`config.mk`:
```
export PLATFORM = sky130hd
export DESIGN_NAME = sync_length_crc8_frame_decoder
export DESIGN_NICKNAME = d
export VERILOG_FILES = /design/src/rtl/slcfd_pkg.sv /design/src/rtl/slcfd_queue.sv /design/src/rtl/slcfd_front.sv /design/src/rtl/slcfd_back.sv /design/src/rtl/sync_length_crc8_frame_decoder.sv
export SDC_FILE = /design/constraint.sdc
export NUM_CORES = 1
export LEC_CHECK = 0
export ABC_AREA = 1
export BUFFER_PORTS_ARGS = -buffer_cell sky130_fd_sc_hd__buf_2
export CAP_MARGIN = 20
export CORE_MARGIN = 4
export CORE_UTILIZATION = 63
export CTS_BUF_LIST = sky130_fd_sc_hd__clkbuf_16
export DETAILED_ROUTE_END_ITERATION = 10
export HOLD_SLACK_MARGIN = 0.08
export PLACE_DENSITY = 0.8
export SYNTH_ARGS = -nofsm -noshare
export SYNTH_HDL_FRONTEND = slang
export SYNTH_HIERARCHICAL = 1
export SYNTH_SLANG_ARGS = --single-unit
```
`constraint.sdc`:
```
create_clock -name clk -period 3.85 [get_ports clk]
set_input_delay 0.385 -clock clk [delete_from_list [all_inputs] [get_ports clk]]
set_output_delay 0.385 -clock clk [all_outputs]
set_load 0.03 [all_outputs]
```
`src/rtl/slcfd_pkg.sv`:
```
package slcfd_pkg;

  // Payload store capacity in bytes, its address width and the byte index width.
  localparam int MAX_PAYLOAD  = 64;
  localparam int ADDR_W       = (MAX_PAYLOAD > 1) ? $clog2(MAX_PAYLOAD) : 1;
  localparam int BYTE_INDEX_W = 6;

  // Frame descriptor queue between the parser and the drain side.
  localparam int QUEUE_DEPTH  = 2;
  localparam int QPTR_W       = (QUEUE_DEPTH > 1) ? $clog2(QUEUE_DEPTH) : 1;
  localparam int QCNT_W       = $clog2(QUEUE_DEPTH + 1);

  // Configuration register indexes.
  localparam int CFG_IDX_W = 1;
  localparam logic [CFG_IDX_W-1:0] REG_SYNC = 1'b0;
  localparam logic [CFG_IDX_W-1:0] REG_TAIL = 1'b1;

  localparam logic [7:0] SYNC_RESET = 8'hA5;
  localparam logic [7:0] TAIL_RESET = 8'h5A;

  // CRC-8 generator polynomial, MSB first.
  localparam logic [7:0] CRC_POLY = 8'h07;

  typedef enum logic [1:0] {
    ST_GOOD     = 2'd0,
    ST_BAD_TAIL = 2'd1,
    ST_BAD_CRC  = 2'd2,
    ST_TOO_LONG = 2'd3
  } status_t;

  typedef enum logic [2:0] {
    PH_HUNT,
    PH_TYPE,
    PH_LEN_HI,
    PH_LEN_LO,
    PH_PAYLOAD,
    PH_CRC,
    PH_TAIL
  } phase_t;

  typedef enum logic [1:0] {
    BK_IDLE,
    BK_FETCH,
    BK_EMIT
  } back_state_t;

  // One finished frame as seen by the drain side.
  typedef struct packed {
    status_t     status;
    logic [7:0]  ftype;
    logic [15:0] flen;
  } desc_t;

  // Payload store write port.
  typedef struct packed {
    logic              en;
    logic [ADDR_W-1:0] addr;
    logic [7:0]        data;
  } mem_wr_t;

  // One byte through the CRC-8 register, bit by bit.
  function automatic logic [7:0] crc8_step(input logic [7:0] crc, input logic [7:0] b);
    logic [7:0] c;
    c = crc ^ b;
    for (int k = 0; k < 8; k++) begin
      if (c[7]) begin
        c = {c[6:0], 1'b0} ^ CRC_POLY;
      end else begin
        c = {c[6:0], 1'b0};
      end
    end
    return c;
  endfunction

endpackage

```
`src/rtl/slcfd_queue.sv`:
```
module slcfd_queue
  import slcfd_pkg::*;
(
  input  logic  clk,
  input  logic  rst,
  input  logic  push,
  input  desc_t push_data,
  output logic  full,
  input  logic  pop,
  output logic  head_valid,
  output desc_t head
);

  desc_t             entries [QUEUE_DEPTH];
  logic [QPTR_W-1:0] wr_ptr;
  logic [QPTR_W-1:0] rd_ptr;
  logic [QCNT_W-1:0] count;

  assign full       = (count == QCNT_W'(QUEUE_DEPTH));
  assign head_valid = (count != '0);
  assign head       = entries[rd_ptr];

  // Pointer wrap that works for any depth.
  function automatic logic [QPTR_W-1:0] ptr_inc(input logic [QPTR_W-1:0] p);
    if (p == QPTR_W'(QUEUE_DEPTH - 1)) begin
      return '0;
    end
    return p + 1'b1;
  endfunction

  always_ff @(posedge clk) begin
    if (push) begin
      entries[wr_ptr] <= push_data;
    end
  end

  always_ff @(posedge clk) begin
    if (rst) begin
      wr_ptr <= '0;
      rd_ptr <= '0;
      count  <= '0;
    end else begin
      if (push) begin
        wr_ptr <= ptr_inc(wr_ptr);
      end
      if (pop) begin
        rd_ptr <= ptr_inc(rd_ptr);
      end
      if (push && !pop) begin
        count <= count + 1'b1;
      end else if (pop && !push) begin
        count <= count - 1'b1;
      end
    end
  end

  // The parser never pushes into a full queue and the drain never pops an empty one.
  a_no_overflow: assert property (@(posedge clk) disable iff (rst) push |-> !full)
    else $error("descriptor pushed into a full queue");
  a_no_underflow: assert property (@(posedge clk) disable iff (rst) pop |-> head_valid)
    else $error("descriptor popped from an empty queue");

endmodule

```
`src/rtl/slcfd_front.sv`:
```
module slcfd_front
  import slcfd_pkg::*;
(
  input  logic                 clk,
  input  logic                 rst,
  input  logic                 cfg_we,
  input  logic [CFG_IDX_W-1:0] cfg_index,
  input  logic [7:0]           cfg_data,
  input  logic                 byte_valid,
  output logic                 byte_stall,
  input  logic [7:0]           rx_byte,
  input  logic                 store_free,
  input  logic                 q_full,
  output logic                 push,
  output desc_t                push_data,
  output mem_wr_t              mem_wr
);

  phase_t      phase;
  phase_t      phase_next;
  logic [7:0]  sync_value;
  logic [7:0]  tail_value;
  logic [7:0]  kept_type;
  logic [15:0] kept_length;
  logic [15:0] bytes_seen;
  logic [7:0]  running_crc;
  logic [7:0]  received_crc;
  logic        accept;
  logic [7:0]  crc_new;
  logic [15:0] seen_inc;
  status_t     check;

  assign crc_new  = crc8_step(running_crc, rx_byte);
  assign seen_inc = bytes_seen + 16'd1;

  // Payload bytes wait while the store still holds an undrained frame;
  // the tail byte waits for room in the descriptor queue.
  always_comb begin
    byte_stall = ((phase == PH_PAYLOAD) && !store_free) || ((phase == PH_TAIL) && q_full);
  end
  assign accept = byte_valid && !byte_stall;

  // Frame checks in order: tail, CRC, then length over capacity.
  always_comb begin
    priority if (rx_byte != tail_value) begin
      check = ST_BAD_TAIL;
    end else if (running_crc != received_crc) begin
      check = ST_BAD_CRC;
    end else if (kept_length > 16'(MAX_PAYLOAD)) begin
      check = ST_TOO_LONG;
    end else begin
      check = ST_GOOD;
    end
  end

  assign push             = accept && (phase == PH_TAIL);
  assign push_data.status = check;
  assign push_data.ftype  = kept_type;
  assign push_data.flen   = kept_length;

  assign mem_wr.en   = accept && (phase == PH_PAYLOAD) && (bytes_seen < 16'(MAX_PAYLOAD));
  assign mem_wr.addr = bytes_seen[ADDR_W-1:0];
  assign mem_wr.data = rx_byte;

  // Phase sequencing.
  always_comb begin
    phase_next = phase;
    if (accept) begin
      unique case (phase)
        PH_HUNT:    if (rx_byte == sync_value) phase_next = PH_TYPE;
        PH_TYPE:    phase_next = PH_LEN_HI;
        PH_LEN_HI:  phase_next = PH_LEN_LO;
        PH_LEN_LO: begin
          phase_next = ({kept_length[15:8], rx_byte} == 16'd0) ? PH_CRC : PH_PAYLOAD;
        end
        PH_PAYLOAD: if (seen_inc >= kept_length) phase_next = PH_CRC;
        PH_CRC:     phase_next = PH_TAIL;
        PH_TAIL:    phase_next = PH_HUNT;
        default:    phase_next = PH_HUNT;
      endcase
    end
  end

  always_ff @(posedge clk) begin
    if (rst) begin
      phase <= PH_HUNT;
    end else begin
      phase <= phase_next;
    end
  end

  // Configuration registers.
  always_ff @(posedge clk) begin
    if (rst) begin
      sync_value <= SYNC_RESET;
      tail_value <= TAIL_RESET;
    end else if (cfg_we) begin
      unique case (cfg_index)
        REG_SYNC: sync_value <= cfg_data;
        REG_TAIL: tail_value <= cfg_data;
        default:  ;
      endcase
    end
  end

  // Header fields, byte count and CRC.
  always_ff @(posedge clk) begin
    if (rst) begin
      kept_type    <= '0;
      kept_length  <= '0;
      bytes_seen   <= '0;
      running_crc  <= '0;
      received_crc <= '0;
    end else if (accept) begin
      unique case (phase)
        PH_TYPE:    kept_type <= rx_byte;
        PH_LEN_HI:  kept_length <= {rx_byte, 8'd0};
        PH_LEN_LO: begin
          kept_length <= {kept_length[15:8], rx_byte};
          bytes_seen  <= '0;
          running_crc <= '0;
        end
        PH_PAYLOAD: begin
          running_crc <= crc_new;
          bytes_seen  <= seen_inc;
        end
        PH_CRC:     received_crc <= rx_byte;
        default:    ;
      endcase
    end
  end

endmodule

```
`src/rtl/slcfd_back.sv`:
```
module slcfd_back
  import slcfd_pkg::*;
(
  input  logic                    clk,
  input  logic                    rst,
  input  mem_wr_t                 mem_wr,
  input  logic                    head_valid,
  input  desc_t                   head,
  output logic                    pop,
  output logic                    idle,
  output logic                    result_valid,
  input  logic                    result_stall,
  output logic [1:0]              status,
  output logic [7:0]              frame_type,
  output logic [15:0]             frame_len,
  output logic                    has_data,
  output logic [7:0]              data_byte,
  output logic [BYTE_INDEX_W-1:0] byte_index,
  output logic                    last
);

  logic [7:0]        store [MAX_PAYLOAD];
  logic [7:0]        rd_data;
  back_state_t       state;
  back_state_t       state_next;
  logic [ADDR_W-1:0] idx;
  logic [ADDR_W-1:0] idx_next;
  logic [ADDR_W-1:0] last_idx;
  logic [7:0]        cur_type;
  logic [15:0]       cur_len;
  logic              out_free;
  logic              start;
  logic              load;
  status_t           ld_status;
  logic [7:0]        ld_type;
  logic [15:0]       ld_len;
  logic              ld_has;
  logic [7:0]        ld_data;
  logic [ADDR_W-1:0] ld_idx;
  logic              ld_last;

  // Payload store: written by the parser, read one byte at a time here.
  always_ff @(posedge clk) begin
    if (mem_wr.en) begin
      store[mem_wr.addr] <= mem_wr.data;
    end
  end

  always_ff @(posedge clk) begin
    rd_data <= store[idx];
  end

  assign out_free = !result_valid || !result_stall;
  assign idle     = (state == BK_IDLE);

  // Drain sequencer: error and empty frames give one item at once; a good
  // frame is read out byte by byte, through a fetch state and then an emit state.
  always_comb begin
    state_next = state;
    idx_next   = idx;
    pop        = 1'b0;
    start      = 1'b0;
    load       = 1'b0;
    ld_status  = ST_GOOD;
    ld_type    = cur_type;
    ld_len     = cur_len;
    ld_has     = 1'b0;
    ld_data    = '0;
    ld_idx     = '0;
    ld_last    = 1'b1;
    unique case (state)
      BK_IDLE: begin
        if (head_valid && out_free) begin
          pop = 1'b1;
          if ((head.status != ST_GOOD) || (head.flen == 16'd0)) begin
            load      = 1'b1;
            ld_status = head.status;
            ld_type   = head.ftype;
            ld_len    = head.flen;
          end else begin
            start      = 1'b1;
            idx_next   = '0;
            state_next = BK_FETCH;
          end
        end
      end
      BK_FETCH: begin
        state_next = BK_EMIT;
      end
      BK_EMIT: begin
        if (out_free) begin
          load    = 1'b1;
          ld_has  = 1'b1;
          ld_data = rd_data;
          ld_idx  = idx;
          ld_last = (idx == last_idx);
          if (idx == last_idx) begin
            state_next = BK_IDLE;
          end else begin
            idx_next   = idx + 1'b1;
            state_next = BK_FETCH;
          end
        end
      end
      default: state_next = BK_IDLE;
    endcase
  end

  always_ff @(posedge clk) begin
    if (rst) begin
      state <= BK_IDLE;
    end else begin
      state <= state_next;
    end
  end

  always_ff @(posedge clk) begin
    idx <= idx_next;
    if (start) begin
      cur_type <= head.ftype;
      cur_len  <= head.flen;
      last_idx <= ADDR_W'(head.flen - 16'd1);
    end
  end

  // Output register; it takes a new item when the old one is gone or leaving.
  always_ff @(posedge clk) begin
    if (rst) begin
      result_valid <= 1'b0;
    end else if (load) begin
      result_valid <= 1'b1;
    end else if (!result_stall) begin
      result_valid <= 1'b0;
    end
  end

  always_ff @(posedge clk) begin
    if (load) begin
      status     <= ld_status;
      frame_type <= ld_type;
      frame_len  <= ld_len;
      has_data   <= ld_has;
      data_byte  <= ld_data;
      byte_index <= BYTE_INDEX_W'(ld_idx);
      last       <= ld_last;
    end
  end

  // The store is never rewritten while a frame is being read out of it.
  a_store_quiet: assert property (@(posedge clk) disable iff (rst)
    mem_wr.en |-> (state == BK_IDLE))
    else $error("payload store written during drain");

  // A fetch is always followed by its emit cycle.
  a_fetch_emit: assert property (@(posedge clk) disable iff (rst)
    (state == BK_FETCH) |=> (state == BK_EMIT))
    else $error("fetch not followed by emit");

  // Data-carrying items belong only to good frames.
  a_data_good: assert property (@(posedge clk) disable iff (rst)
    (result_valid && has_data) |-> (status == ST_GOOD))
    else $error("data item with error status");

endmodule

```
`src/rtl/sync_length_crc8_frame_decoder.sv`:
```
// Frame decoder for a byte stream of the form sync, type, 16-bit big-endian
// length, payload, CRC-8 (poly 0x07, init 0, MSB first), tail. The parser
// takes one byte per cycle while hunting, in the header and at the CRC and
// tail bytes. Payload bytes go into a MAX_PAYLOAD-byte store, so a payload
// byte is held off while a good frame is still read out of that store or a
// finished frame waits in the queue; the tail byte is held off while the
// two-entry frame queue is full. From the drain side a failed or zero-length
// frame loads its single item into the output register as it leaves the
// queue; a good frame gives one item per byte, fetched by the registered
// store read in a fetch state and loaded in an emit state. The output
// register lets the parser take bytes, within the store and queue limits,
// while a result waits on result_stall. The sync and tail values may be
// written through the configuration port while the block is idle.
module sync_length_crc8_frame_decoder
  import slcfd_pkg::*;
(
  input  logic                    clk,
  input  logic                    rst,
  input  logic                    cfg_we,
  input  logic [CFG_IDX_W-1:0]    cfg_index,
  input  logic [7:0]              cfg_data,
  input  logic                    byte_valid,
  output logic                    byte_stall,
  input  logic [7:0]              rx_byte,
  output logic                    result_valid,
  input  logic                    result_stall,
  output logic [1:0]              status,
  output logic [7:0]              frame_type,
  output logic [15:0]             frame_len,
  output logic                    has_data,
  output logic [7:0]              data_byte,
  output logic [BYTE_INDEX_W-1:0] byte_index,
  output logic                    last
);

  logic    push;
  desc_t   push_data;
  logic    q_full;
  logic    pop;
  logic    head_valid;
  desc_t   head;
  mem_wr_t mem_wr;
  logic    back_idle;
  logic    store_free;

  // The store may take new payload only when no frame waits in the queue and none is being read out of it.
  assign store_free = back_idle && !head_valid;

  slcfd_front u_front (
    .clk        (clk),
    .rst        (rst),
    .cfg_we     (cfg_we),
    .cfg_index  (cfg_index),
    .cfg_data   (cfg_data),
    .byte_valid (byte_valid),
    .byte_stall (byte_stall),
    .rx_byte    (rx_byte),
    .store_free (store_free),
    .q_full     (q_full),
    .push       (push),
    .push_data  (push_data),
    .mem_wr     (mem_wr)
  );

  slcfd_queue u_queue (
    .clk        (clk),
    .rst        (rst),
    .push       (push),
    .push_data  (push_data),
    .full       (q_full),
    .pop        (pop),
    .head_valid (head_valid),
    .head       (head)
  );

  slcfd_back u_back (
    .clk          (clk),
    .rst          (rst),
    .mem_wr       (mem_wr),
    .head_valid   (head_valid),
    .head         (head),
    .pop          (pop),
    .idle         (back_idle),
    .result_valid (result_valid),
    .result_stall (result_stall),
    .status       (status),
    .frame_type   (frame_type),
    .frame_len    (frame_len),
    .has_data     (has_data),
    .data_byte    (data_byte),
    .byte_index   (byte_index),
    .last         (last)
  );

endmodule

```
==> flow_summary.json <==
{
  "outcome": "finished, violations left",
  "violations": "design-rule violations",
  "drive_gt1_frac": 0.0912,
  "grt_usage": 0.282,
  "reg2reg_depth": 9,
  "synth_warnings": 6,
  "final-max-slew-violation-count": 0,
  "fmax_ghz": 0.304,
  "synth_nets": 3117,
  "firstDrtPassIters": 9,
  "cts_tree": "yes",
  "initial_core_util": 0.635,
  "drt-total-wl_um": 77300,
  "slew-limit-headroom": 0.258,
  "yosysTopAreaCell": "edfxtp_1",
  "reg2reg_from": "u_front/phase[1]",
  "rsz0062_at_grt": "false",
  "cp-startpoint": "u_front/phase[1]",
  "path_class": "flop to flop",
  "grt_pass1_wl_um": 118000,
  "avgSynthCellArea_um2": 10.3,
  "rows": 82,
  "power_density_nw_per_um2": 564,
  "core_um2": 50000,
  "die_h_um": 232,
  "ant_nets": 0,
  "drc": 2,
  "fp.dieW_um": 232,
  "cts_buffer_depth": 3,
  "synthesis.area_um2": 31700,
  "synth.most_common_cell": "nand2_1",
  "avgViaCountPerCell": 5.80,
  "worst_hold_slack_ns": 0.147,
  "synth_area_leaders": "edfxtp_1 (61%), nand2_1 (10%), dfxtp_1 (5.7%)",
  "grt_overflow": 0,
  "worstSkewPairLatency_ns": 0.62,
  "tns_ns": 0,
  "yosysTopAreaCellShare": 0.607,
  "crit-reg2reg-capture": "u_back/store[24][7]",
  "post-cts-setup-buffers": 0,
  "dp_hpwl_um": 45800,
  "min_path_type": "primary input to flop",
  "synthTopCellsByCount": "nand2_1 (885), edfxtp_1 (642), inv_1 (311), nor2_1 (310), nand3_1 (269)",
  "startpoint_type": "flop",
  "cts_buffers": 72,
  "dieArea_um2": 54100,
  "cts.sinks": 733,
  "crit_required_ns": 4.10,
  "fin_util": 0.702,
  "cts_root_buf": "clkbuf_16",
  "wl_per_cell_um": 20.0,
  "tightestPinTransition_ns": 1.11,
  "h-tree-depth": 3,
  "grt_max_degree": 169,
  "critical_path.endpoint": "u_back/store[24][7]",
  "drv_cap": 0,
  "layout_min_cycle_time_ns": 3.29,
  "async_flop_share": 0,
  "setup-violations-final": 0,
  "leakage_nw": 14.2,
  "synth-edff-count": 642,
  "synth.distinct_cells": 39,
  "rrSetupSlack_ns": 0.56,
  "ys.flop_type": "edfxtp_1",
  "portBuffers": 65,
  "placed_cells": 3732,
  "grt_pass1_vias": 21300,
  "postSynthRegisterBits": 733,
  "area_growth_pct": 10.5,
  "skew_ns": 0.0243,
  "min_period_over_period": 0.855,
  "fill_cells": 3342,
  "vias": 22500,
  "critPathMaxFanout": 9,
  "clk_pin_slew_ns": 0.06,
  "seq_area_frac_synth": 0.665,
  "finalNetCount": 3185,
  "syn_inst": 3075,
  "io_pins": 66,
  "finalNonFillerCells": 3874,
  "crit_path_end_kind": "flop",
  "cp_data_arrival_time_ns": 3.54,
  "cts_resized": 0,
  "gp_congestion": 0.899,
  "hold_violations": 0,
  "drt_iter0_drc": 3034,
  "peakVddDrop_uv": 329,
  "grt_antenna_before_repair": 1
}
-- routing by layer --
metal  up-vias  global-route usage  wire length, µm
li1      10300                   -                -
met3       222              0.0448             7470
met2      1300               0.465            37700
met5         -                   0                0
met4         0               0.121             3080
met1     10600               0.378            29000
-- critical path: stages, from the launching register on --
cell and delay [ns]:
dfxtp_1 0.45, inv_1 0.13, nand2_1 0.15, nor2_4 0.07, nand2_2 0.09, nand3_4 0.13
nor3_1 0.20, buf_4 0.19, nand4_1 0.66, nor2_1 0.85
-- logic make-up after synthesis --
| group | after synthesis | synth area share |
|---|---|---|
| AO/OA/AOI/OAI | 234 | 0.0374 |
| adder cells (fa/ha/maj) | 20 | 0.00788 |
| flip-flops | 733 | 0.665 |
| multiplexers | 26 | 0.0116 |
| XOR/XNOR | 54 | 0.0149 |
| buffers and inverters | 475 | 0.0651 |
| AND/OR/NAND/NOR | 1533 | 0.199 |
-- final cells by class --
cell class	instances	area (µm²)	share of cell area
diodes	1	2.50	0.0000713
clock buffers	73	1830	0.0521
clock inverters	59	435	0.0124
inverters	320	1210	0.0344
multi-input cells	1867	8580	0.245
flip-flops and latches	733	21100	0.601
well taps	672	841	0.0240
repair buffers	149	1100	0.0312
-- report_power, final --
part	internal [mW]	switching (mW)	total, mW
Combinational	0.975	2.63	3.61
Sequential	9.19	0.232	9.42
Clock	3.80	2.95	6.76
Total	14.0	5.82	19.8
-- repair_timing --
item / CTS / global route
hold buffers: 8 / 0
setup endpoints to repair: 0 / 0
hold endpoints to repair: 16 / 0
-- how the worst min path moves through the flow --
| stage | from | end | slack, ns | cells past startpoint |
|---|---|---|---|---|
| after floorplan | u_front/kept_type[0] | u_queue/entries[0][16] | 0.42 | 0 |
| after global placement | u_front/kept_type[7] | u_queue/entries[1][23] | 0.43 | 0 |
| after detailed placement | u_front/kept_type[6] | u_queue/entries[1][22] | 0.44 | 0 |
| after CTS | rx_byte[5] | u_front/kept_type[5] | 0.13 | 3 |
| after global routing | rx_byte[3] | u_front/kept_length[11] | 0.15 | 3 |
| final | rx_byte[3] | u_front/kept_length[11] | 0.15 | 3 |
-- placed cells by master (no fill, tap or decap), types with 5 or more instances in the layout --
master         instances
bufinv_16              5
nand4_1               20
nand3_1              269
nor3_1                11
buf_12                 8
nor4_1                12
ha_1                  20
clkinv_1              19
dfxtp_1               91
nand2_1              885
inv_1                330
mux2_2                 6
xnor2_1               28
clkbuf_16             73
o21ai_0              120
mux2_4                20
or2_2                 11
a21oi_1              105
buf_4                 67
xor2_1                26
nor2_1               309
dlygate4sd3_1          8
buf_2                 65
edfxtp_1             642
clkinv_2              11
-- sequential cells by signal, summed over array words and instances (netlist names), 3 cells and up, named ones only --
register	count
u_back/rd_data	8
u_front/tail_value	8
u_front/phase	3
u_back/data_byte	8
u_back/idx	6
u_front/bytes_seen	16
u_back/frame_len	16
u_queue/entries	52
u_front/kept_type	8
u_back/frame_type	8
u_back/last_idx	6
u_back/store	512
u_front/received_crc	8
u_front/running_crc	8
u_back/byte_index	6
u_back/cur_type	8
u_back/cur_len	16
u_front/kept_length	16
u_front/sync_value	8
-- per-stage QoR --
step                cell area (µm²)  power (mW)  worst slack [ns]
floorplan                     31700        12.1             0.648
CTS                           35100        19.8             0.736
detailed placement            32700        13.1             0.743
global placement              32700        13.0             0.838
finish                        35100        19.8             0.557
global route                  35100        20.5             0.504
No activity file was read; power rests on OpenSTA's default activity.
